--- src/hw/rtl/fcc_pkg.sv ---
package fcc_pkg;

  localparam logic [15:0] CrcPoly     = 16'h8408;
  localparam logic [7:0]  PosMax      = 8'hFF;
  localparam logic [7:0]  MinFrame    = 8'd6;
  // first position at which the byte leaving the delay line is crc payload
  localparam logic [7:0]  CrcStartPos = 8'd5;

  typedef enum logic [1:0] {
    StatusOk     = 2'd0,
    StatusShort  = 2'd1,
    StatusCrcErr = 2'd2
  } status_e;

  typedef struct packed {
    logic [7:0] data_byte;
    logic       last_byte;
  } in_item_t;

  typedef struct packed {
    logic        frame_ok;
    status_e     status;
    logic [15:0] computed_crc;
    logic [7:0]  frame_length;
  } out_item_t;

  // reflected crc-16, one byte, lsb first
  function automatic logic [15:0] crc_byte(input logic [15:0] crc, input logic [7:0] b);
    logic [15:0] c;
    c = crc ^ {8'h00, b};
    for (int k = 0; k < 8; k++) begin
      c = c[0] ? ((c >> 1) ^ CrcPoly) : (c >> 1);
    end
    return c;
  endfunction

endpackage

--- src/hw/rtl/fcc_crc_core.sv ---
module fcc_crc_core import fcc_pkg::*; (
  input  logic      clk_i,
  input  logic      rst_ni,
  input  logic      step_i,
  input  in_item_t  item_i,
  output out_item_t result_o
);

  logic [15:0] crc_q, crc_d, crc_upd;
  logic [7:0]  pos_q, pos_d;
  logic [7:0]  dly_q [3];
  logic [7:0]  len;

  assign crc_upd = (pos_q >= CrcStartPos) ? crc_byte(crc_q, dly_q[2]) : crc_q;
  assign len     = (pos_q == PosMax) ? PosMax : pos_q + 8'd1;

  always_comb begin
    result_o.computed_crc = crc_upd;
    result_o.frame_length = len;
    if (len < MinFrame) begin
      result_o.frame_ok = 1'b0;
      result_o.status   = StatusShort;
    end else if (crc_upd == {dly_q[0], dly_q[1]}) begin
      // newest held byte is the crc high byte
      result_o.frame_ok = 1'b1;
      result_o.status   = StatusOk;
    end else begin
      result_o.frame_ok = 1'b0;
      result_o.status   = StatusCrcErr;
    end
  end

  always_comb begin
    if (item_i.last_byte) begin
      crc_d = '0;
      pos_d = '0;
    end else begin
      crc_d = crc_upd;
      pos_d = (pos_q == PosMax) ? PosMax : pos_q + 8'd1;
    end
  end

  always_ff @(posedge clk_i or negedge rst_ni) begin
    if (!rst_ni) begin
      crc_q    <= '0;
      pos_q    <= '0;
      dly_q[0] <= '0;
      dly_q[1] <= '0;
      dly_q[2] <= '0;
    end else if (step_i) begin
      crc_q    <= crc_d;
      pos_q    <= pos_d;
      dly_q[0] <= item_i.data_byte;
      dly_q[1] <= dly_q[0];
      dly_q[2] <= dly_q[1];
    end
  end

  a_clear_after_frame: assert property (@(posedge clk_i) disable iff (!rst_ni)
    step_i && item_i.last_byte |=> pos_q == '0 && crc_q == '0)
    else $error("frame state not cleared after last item");

  a_pos_grows: assert property (@(posedge clk_i) disable iff (!rst_ni)
    step_i && !item_i.last_byte |=> pos_q != '0)
    else $error("position did not advance");

  a_ok_matches_status: assert property (@(posedge clk_i) disable iff (!rst_ni)
    result_o.frame_ok == (result_o.status == StatusOk))
    else $error("frame_ok disagrees with status");

  a_short_crc_zero: assert property (@(posedge clk_i) disable iff (!rst_ni)
    result_o.status == StatusShort |-> result_o.computed_crc == '0)
    else $error("short frame with nonzero crc");

endmodule

--- config.mk ---
export PLATFORM = sky130hd
export DESIGN_NAME = fcc_crc_core
export DESIGN_NICKNAME = d
export VERILOG_FILES = /design/src/hw/rtl/fcc_pkg.sv /design/src/hw/rtl/fcc_crc_core.sv
export SDC_FILE = /design/constraint.sdc
export NUM_CORES = 1
export LEC_CHECK = 0
export ABC_AREA = 1
export BUFFER_PORTS_ARGS = -buffer_cell sky130_fd_sc_hd__buf_2
export CORE_ASPECT_RATIO = 1.75
export CORE_MARGIN = 2
export CORE_UTILIZATION = 29
export CTS_BUF_LIST = sky130_fd_sc_hd__clkbuf_8
export CTS_CLUSTER_SIZE = 20
export DETAILED_ROUTE_END_ITERATION = 10
export PLACE_DENSITY = 0.47
export SLEW_MARGIN = 20
export SYNTH_ARGS = -nofsm -noshare
export SYNTH_HDL_FRONTEND = slang
export SYNTH_SLANG_ARGS = --single-unit
--- constraint.sdc ---
create_clock -name clk_i -period 1.7 [get_ports clk_i]
set_input_delay 0.085 -clock clk_i [delete_from_list [all_inputs] [get_ports clk_i]]
set_output_delay 0.085 -clock clk_i [all_outputs]
set_load 0.02 [all_outputs]
==> summary.md <==
The flow ran to the end, but the final reports show violations. The final reports fail on negative setup slack. The total number of vias was 3792. The via count of the first global-routing pass came out at 3906. End point of the worst hold path: dly_q[19].

TritonCTS built the clock tree. Clock-pin slew was measured on the worst setup and hold paths at 0.09 ns. Entering global routing, the biggest net connects 52 pins.

For the worst setup path, the data required time is 1.62 ns. Averaged over all synthesized cells, the footprint is 6.499 sq um. The horizontal extent of the die came out at 84.82 microns. With fillers left out, the area of the finished cells amounts to 5139 sq um. Remaining number of nets flagged by the antenna check after routing: 0.

The repair_antennas step left the layout with diodes totalling 0. The worst setup path is captured at an output port. Counting the fill cells in the layout gives 1161. The longest clock path from root to sink contains 2 buffers. After synthesis, the cell types taking the most area are sky130_fd_sc_hd__dfrtp_1, sky130_fd_sc_hd__nand2_1, sky130_fd_sc_hd__nand3_1, sky130_fd_sc_hd__inv_1, sky130_fd_sc_hd__o21ai_0. Summing all placed instances gives a cell area of 4407 sq um. The number of pins with negative max-slew slack in the final report came out at 0. The H-tree generated during clock tree synthesis spans 2 levels.

After synthesis the netlist holds a flip-flop and latch count of 48. The number of standard cells after synthesis was 510; the number of instances on the worst hold path was 2. Compared with the post-synthesis result, the final layout area differs by 55.04%.

For this block, the initial DRC count from the detailed router was 167. The startpoint identified for the worst hold timing path is item_i[4]. For this configuration, the core starts out at a cell density of 29.68%.

For the cell area after synthesis, the log shows 3314 sq um. The clock latency reported for the late side of the worst-skew pair is 0.31 ns, and the flop-to-flop setup slack is -0.14 ns. The minimum period implied by the final worst setup slack is 2.488 ns, and the count of boundary I/O pins is 39. The count of buffers added on input and output ports is 38. The power density normalized to cell area is 774.4 nW/um^2. At the end of the flow, the number of nets in the layout was 680.

The final layout contains routed wiring with a total length of 11.22 mm. Summed over all layers, the global routing overflow is 0. The timing-limited maximum frequency was 0.4019 GHz.

The ratio of cells with drive above 1 in the final layout was 38.35%; the hold violation total from the final report was 0. In the final routed layout, each cell accounts on average for 14.08 microns. The worst setup path is launched from a flip-flop. Distinct cell type count after synthesis: 29.

The number of cells on the worst reg-to-reg path is 13. After detailed routing, the number of vias per cell comes to 4.758. The logs give 0 for the number of antenna violations at the first check in global routing and 18.71 mm for the first-pass GRT wire length.

The die is 145.4 microns tall. The buffer cell driving the clock tree root is sky130_fd_sc_hd__clkbuf_8. The run gives -0.7879 ns as the final worst-path setup slack. Once detailed placement completed, the half-perimeter wirelength came to 8.453 mm. The signal arrival time at the worst endpoint is 2.40 ns.

Measured against its own limit, the worst slew margin works out to 65.29%. The number of buffers inserted during clock tree synthesis was 5; the full die area was 12330 sq um. Of all cell types, the one taking the most synthesized area is sky130_fd_sc_hd__dfrtp_1. The critical path is of the flip-flop to output port type. For the post-detailed-route DRC marker count, the log shows 0. The final setup violation count came out at 34. At the pin with the least slew margin, the transition time is 0.5206 ns. The core region is 11170 sq um. VDD sags by at most 0.0007095 V. The warning count from the yosys run is 0, and the cell row count is 51. For this run, the total global-route usage over all layers was measured as 18.96%.

Across the run, the number of max-cap violations was 0. In the finished design, the share of the clock period the worst path needs comes to 146.3%. For this design the static power due to leakage is 2.748 nW. After synthesis, flip-flops and latches occupy 36.24% of the total area. After synthesis, the largest area contributor takes up 36.24% of total cell area. The worst register-to-register path ends at pos_q[5]. For the worst hold slack, the log shows 0.02334 ns. Setup total negative slack on the finished layout was measured at -10.10 ns. The class of the most critical hold timing path is primary input to flip-flop. The maximum fanout along the worst path is 9.

The worst register-to-register path begins at pos_q[0]. The number of nets in the synthesized netlist is 525. For the final database, setup skew stands at 0.006567 ns. The logs give 0.8424 for the final weighted congestion in routability-driven placement and 48 for the total number of clock tree sinks.

The first detailed-routing pass ran for 4 iterations. Final core area utilization: 46.02%. Setup repair after global routing could not meet its margin everywhere.
-- worst max-delay path by stage --
stage                   from            to  slack (ns)  cells past startpoint
floorplan           pos_q[0]  result_o[26]       -0.28                     13
detailed placement  pos_q[0]  result_o[25]       -0.55                     16
CTS                 pos_q[0]  result_o[26]       -0.78                     16
finish              pos_q[1]  result_o[26]       -0.79                     16
global placement    pos_q[0]  result_o[25]       -0.54                     16
global route        pos_q[0]  result_o[26]       -0.97                     16
-- power breakdown --
part / switching, mW / total [mW] / internal, mW
Clock: 0.404 / 0.768 / 0.364
Combinational: 1.06 / 1.87 / 0.811
Sequential: 0.0943 / 1.34 / 1.24
-- placed cells by master (no fill, tap or decap), drive strengths merged, types with 3 or more instances in the layout --
master / count
nand3: 63
nor2: 23
ha: 3
inv: 72
buf: 152
clkbuf: 7
nand2: 226
dlygate4sd3: 8
o21ai: 34
o22ai: 19
a21oi: 3
dfrtp: 48
-- sequential cells by signal (all words and copies together) (netlist names) --
name and flops:
pos_q 8, dly_q 24, crc_q 16
-- layout make-up --
cell class	count	area [sq um]	area share [%]
Multi-Input combinational cell	378	2105	40.95
Clock buffer	7	96.34	1.875
Tap cell	132	165.2	3.214
Timing Repair Buffer	160	1289	25.08
Inverter	72	282.8	5.503
Sequential cell	48	1201	23.37
-- cell usage after synthesis, drive strengths merged --
cell and instances:
a21oi 3, buf 3, clkbuf 9, dfrtp 48, ha 3, inv 72, mux2 1, nand2 226
nand3 63, nand4 2, nor2 23, nor3 2, o21ai 34, o22ai 19, xor2 2
-- critical path, stage by stage (launching register included) --
cell and delay (ns):
sky130_fd_sc_hd__dfrtp_1 0.40, sky130_fd_sc_hd__inv_2 0.09, sky130_fd_sc_hd__ha_2 0.21, sky130_fd_sc_hd__o21ai_4 0.09, sky130_fd_sc_hd__nand2_8 0.12, sky130_fd_sc_hd__buf_6 0.15
sky130_fd_sc_hd__nand2_1 0.11, sky130_fd_sc_hd__nand2_2 0.10, sky130_fd_sc_hd__nand2_1 0.05, sky130_fd_sc_hd__nand2_1 0.06, sky130_fd_sc_hd__nand2_1 0.08, sky130_fd_sc_hd__nor2_4 0.14
sky130_fd_sc_hd__inv_2 0.04, sky130_fd_sc_hd__nor2_1 0.08, sky130_fd_sc_hd__nand2_1 0.11, sky130_fd_sc_hd__nor2_4 0.13, sky130_fd_sc_hd__buf_6 0.12
-- layer usage --
| metal | GRT usage (%) | vias to the layer above | wire length (microns) |
|---|---|---|---|
| met2 | 37.13 | 63 | 6371 |
| met1 | 20.04 | 1793 | 4297 |
| met3 | 2.099 | 20 | 212 |
| li1 | - | 1916 | - |
| met4 | 7.143 | 0 | 340 |
| met5 | 0 | - | 0 |
-- stage by stage --
| stage | power, mW | setup WS [ns] | std cells |
|---|---|---|---|
| final | 3.979 | -0.7879 | 797 |
| after global routing | 4.267 | -0.9657 | 797 |
| after detailed placement | 2.963 | -0.5538 | 771 |
| after CTS | 3.948 | -0.7793 | 793 |
| after global placement | 2.943 | -0.5353 | 771 |
| after floorplan | 2.228 | -0.2805 | 510 |
-- cells by family after synthesis --
group	after synthesis	share of synthesized area, %
and+or+nand+nor	316	41.71
buffers and inverters	84	10.42
AOI/OAI and AO/OA	56	9.626
DFF	48	36.24
adders and majority gates	3	1.133
xor gates and xnor gates	2	0.5286
muxes	1	0.3397
-- timing repair --
action / 4_1_cts / 5_1_grt
resized for setup: 102 / 38
setup endpoints to repair: 36 / 46
hold buffers: 8 / 0
pin swaps: 23 / 9
hold endpoints to repair: 55 / 0
setup buffers: 9 / 4
Power figures use the tool's default switching activity.
